File: src/sv/mvt_pkg.sv
package mvt_pkg;

  // Fixed point defaults.
  localparam int FRAC_BITS_DEF = 16;

  // Depth of the queue between the front and back ends.
  localparam int QDEPTH = 2;
  localparam int QPTR_W = $clog2(QDEPTH);

  // Request operation codes.
  typedef enum logic [1:0] {
    OP_LOAD      = 2'd0,
    OP_COL_MAJOR = 2'd1,
    OP_ROW_MAJOR = 2'd2
  } opcode_t;

  // Payload of one incoming request.
  typedef struct packed {
    logic [1:0]         opcode;
    logic [3:0]         entry_index;
    logic signed [31:0] entry_value;
    logic signed [31:0] vec_x;
    logic signed [31:0] vec_y;
    logic signed [31:0] vec_z;
    logic signed [31:0] vec_w;
  } req_t;

  // Payload of one result.
  typedef struct packed {
    logic signed [31:0] res_x;
    logic signed [31:0] res_y;
    logic signed [31:0] res_z;
    logic signed [31:0] res_w;
    logic               clipped;
  } rsp_t;

  // Classified command passed from the front end to the back end.
  typedef struct packed {
    logic              is_load;
    logic              row_major;
    logic [3:0]        entry_index;
    logic [31:0]       entry_value;
    logic [3:0][31:0]  vec;
  } cmd_t;

  // Queue status seen by both ends.
  typedef struct packed {
    logic full;
    logic empty;
  } qstat_t;

endpackage

File: src/sv/mvt_queue.sv
module mvt_queue
  import mvt_pkg::*;
(
  input  logic   clk,
  input  logic   rst,
  input  logic   push,
  input  cmd_t   push_data,
  input  logic   pop,
  output cmd_t   pop_data,
  output qstat_t qstat
);

  cmd_t              mem [QDEPTH];
  logic [QPTR_W-1:0] wr_ptr;
  logic [QPTR_W-1:0] rd_ptr;
  logic [QPTR_W:0]   count;

  assign qstat.full  = (count == (QPTR_W+1)'(QDEPTH));
  assign qstat.empty = (count == '0);
  assign pop_data    = mem[rd_ptr];

  // Storage is written at the tail only.
  always_ff @(posedge clk) begin
    if (push) begin
      mem[wr_ptr] <= push_data;
    end
  end

  // Pointers wrap at the queue depth.
  always_ff @(posedge clk) begin
    if (rst) begin
      wr_ptr <= '0;
      rd_ptr <= '0;
      count  <= '0;
    end else begin
      if (push) begin
        wr_ptr <= (wr_ptr == QPTR_W'(QDEPTH-1)) ? '0 : wr_ptr + 1'b1;
      end
      if (pop) begin
        rd_ptr <= (rd_ptr == QPTR_W'(QDEPTH-1)) ? '0 : rd_ptr + 1'b1;
      end
      if (push && !pop) begin
        count <= count + 1'b1;
      end else if (pop && !push) begin
        count <= count - 1'b1;
      end
    end
  end

endmodule

File: config.mk
export PLATFORM = sky130hd
export DESIGN_NAME = mvt_queue
export DESIGN_NICKNAME = d
export VERILOG_FILES = /design/src/sv/mvt_pkg.sv /design/src/sv/mvt_queue.sv
export SDC_FILE = /design/constraint.sdc
export NUM_CORES = 1
export LEC_CHECK = 0
export BUFFER_PORTS_ARGS = -buffer_cell sky130_fd_sc_hd__buf_4
export CAP_MARGIN = 40
export CORE_MARGIN = 4
export CORE_UTILIZATION = 29
export DETAILED_ROUTE_END_ITERATION = 10
export PLACE_DENSITY = 0.48
export SLEW_MARGIN = 15
export SYNTH_ARGS = -nofsm -noshare
export SYNTH_HDL_FRONTEND = slang
export SYNTH_SLANG_ARGS = --single-unit
File: constraint.sdc
create_clock -name clk -period 10.5 [get_ports clk]
set_input_delay 1.05 -clock clk [delete_from_list [all_inputs] [get_ports clk]]
set_output_delay 1.05 -clock clk [all_outputs]
set_load 0.03 [all_outputs]
==> results.py <==
metrics = {
    "sta": {
        "fmax_mhz": 265,
        "rsz0062_at_grt": "false",
        "setup_viol": 0,
        "worst_pin_slew_ps": 755,
        "fin_crit_sh_pct": 36.0,
        "slew_headroom_pct": 49.7,
        "clock_skew_ps": 9.71,
        "drv_slew": 0,
        "period_needed_ps": 3780,
        "hold_viol": 0,
        "finalSetupTns_ps": 0,
    },
    "routing": {
        "vias": 6270,
        "drc_errors": 0,
        "ant_nets": 0,
        "wl_per_cell_um": 19.1,
        "detail_route.iter0.violations": 272,
        "via_per_inst": 4.27,
        "drt_first_pass_iters": 4,
        "postRouteWirelength_um": 28000,
    },
    "floorplanning": {
        "io-pin-count": 338,
        "fp.dieArea_mm2": 0.0455,
        "fp.dieW_um": 213,
        "rows": 74,
        "design.core.area_mm2": 0.0413,
        "start_util_pct": 29.6,
        "die_h_um": 213,
    },
    "run": {
        "drv_cap": 0,
    },
    "placement": {
        "io_buffers": 337,
        "place.gp.congestion": 0.697,
        "dpl_cell_area_mm2": 0.0154,
        "dp_hpwl_um": 18800,
    },
    "cells_and_area": {
        "stdcell_area_mm2": 0.0166,
        "n_antenna_cell": 0,
        "nets": 1081,
        "drive_gt1_share_pct": 60.4,
        "syn_to_final_growth_pct": 35.5,
    },
    "cts": {
        "clock_path_buffers": 3,
        "htree_num_levels": 2,
        "holdBufCountCts": 0,
        "tritoncts": "yes",
        "cts_buffers": 39,
        "insertion_delay_ps": 530,
        "clk_pin_slew_ps": 60,
        "root_buffer": "clkbuf_16",
        "cts_resized": 0,
        "cts_sinks": 337,
        "cts_setup_buffers": 0,
    },
    "critical_path": {
        "worstPathRequired_ps": 9450,
        "critPathArrivalTime_ps": 2730,
        "crit_path_start_kind": "register",
        "critPathMaxFanout": 51,
        "end_kind": "primary output",
        "path_class": "register to primary output",
    },
    "synth": {
        "ys_types": 16,
        "synth_seq_cells": 337,
        "synthCells": 538,
        "ys_warn_count": 0,
        "ys_seq_area_share_pct": 82.4,
        "postSynthAreaPerCell_um2": 22.7,
        "synth_nets": 709,
        "syn_area_mm2": 0.0122,
    },
    "global_routing": {
        "grt_pass1_vias": 6585,
        "grt_overflow_total": 0,
        "grt_use_total_pct": 11.7,
        "grt_pass1_wl_um": 39800,
        "grt_max_degree": 52,
        "antenna_found_initial": 1,
    },
    "hold_path": {
        "hold_path.class": "register to register",
    },
    "pwr": {
        "p_leak_nw": 6.10,
        "peakVddDrop_mv": 0.115,
        "powerDensity_mw_per_mm2": 200,
    },
    "run_status": {
        "outcome": "complete, no violations",
    },
}
sequential cells by signal, summed over array words and instances, names as in the netlist, named ones only:
register,count
mem,332
count,2
rd_ptr,1
wr_ptr,1
Yosys cell counts (all sizes together):
cell	number	area share [%]
inv	1	0.031
xor2	2	0.14
a21oi	1	0.041
xnor2	2	0.14
dfxtp	5	0.82
o21ai	1	0.041
ha	1	0.10
buf	18	1.5
nor2b	2	0.10
mux2	166	15
and2	1	0.051
or3	1	0.051
nor2	5	0.15
edfxtp	332	82
cells in the final DEF (no fill, tap or decap):
cell and n:
buf_4 344, edfxtp_1 332, mux2_2 166, clkbuf_16 39, clkbuf_1 11, clkinv_1 9
nor2_1 5, dfxtp_1 4, buf_16 4, inv_6 3, xor2_1 2, xnor2_1 2
clkinv_2 2, and2_4 1, inv_1 1, nor2b_1 1, nor2b_4 1, o21ai_0 1
or3_1 1, a21oi_1 1, ha_1 1, dfxtp_4 1, inv_8 1, clkinvlp_4 1
bufinv_16 1, buf_12 1
metal layers:
layer	routed length, um	global-route usage (%)
met1	11100	13.6
met4	686	4.33
met5	13	0
met2	13900	19.6
met3	2400	4.58
layout make-up:
cell class                      count  area (um^2)
Fill cell                        3816        24700
Timing Repair Buffer              349         2710
Tap cell                          532          666
Clock buffer                       50         1020
Sequential cell                   337        10100
Inverter                            1         3.75
Multi-Input combinational cell    182         1980
Clock inverter                     17          119
cell families (layout without fill, tap and decap cells):
logic type	after synthesis	after routing	synth area share, %
buffers and inverters	19	417	1.52
adders and majority gates	1	1	0.102
AOI/OAI and AO/OA	2	2	0.0818
and+or+nand+nor	9	9	0.358
muxes	166	166	15.3
DFF	337	337	82.4
xor gates and xnor gates	4	4	0.287
stage by stage:
step	worst slack (ps)	utilization [%]	power (mW)	instances	hold slack, ps
finish	6720	40.1	3.31	1468	510
global route	6510	40.1	3.46	1468	522
CTS	6540	40.1	3.37	1468	510
detailed placement	7140	37.4	2.13	1401	497
global placement	7010	37.1	2.12	1396	486
floorplan	1560	-	1.93	538	461
final timing paths:
| path | cells past startpoint | startpoint | endpoint | slack (ps) |
|---|---|---|---|---|
| setup / recovery | 3 | register | pop_data[4] | 6720 |
| hold / removal | 2 | count[1] | count[1] | 510 |
| setup reg to reg | 3 | wr_ptr | mem[1][59] | 8390 |
| hold reg to reg | 2 | count[1] | count[1] | 510 |
power breakdown:
group          switching [mW]  leakage, nW  internal (mW)
Clock                   0.506        0.549          0.709
Combinational           0.287         2.39          0.210
Sequential             0.0240         3.16           1.57
worst max-delay path: stages (launching register included):
cell     delay [ps]
dfxtp_4         830
buf_4           710
mux2_2          430
buf_4           180
No activity file was read; power rests on OpenSTA's default activity.
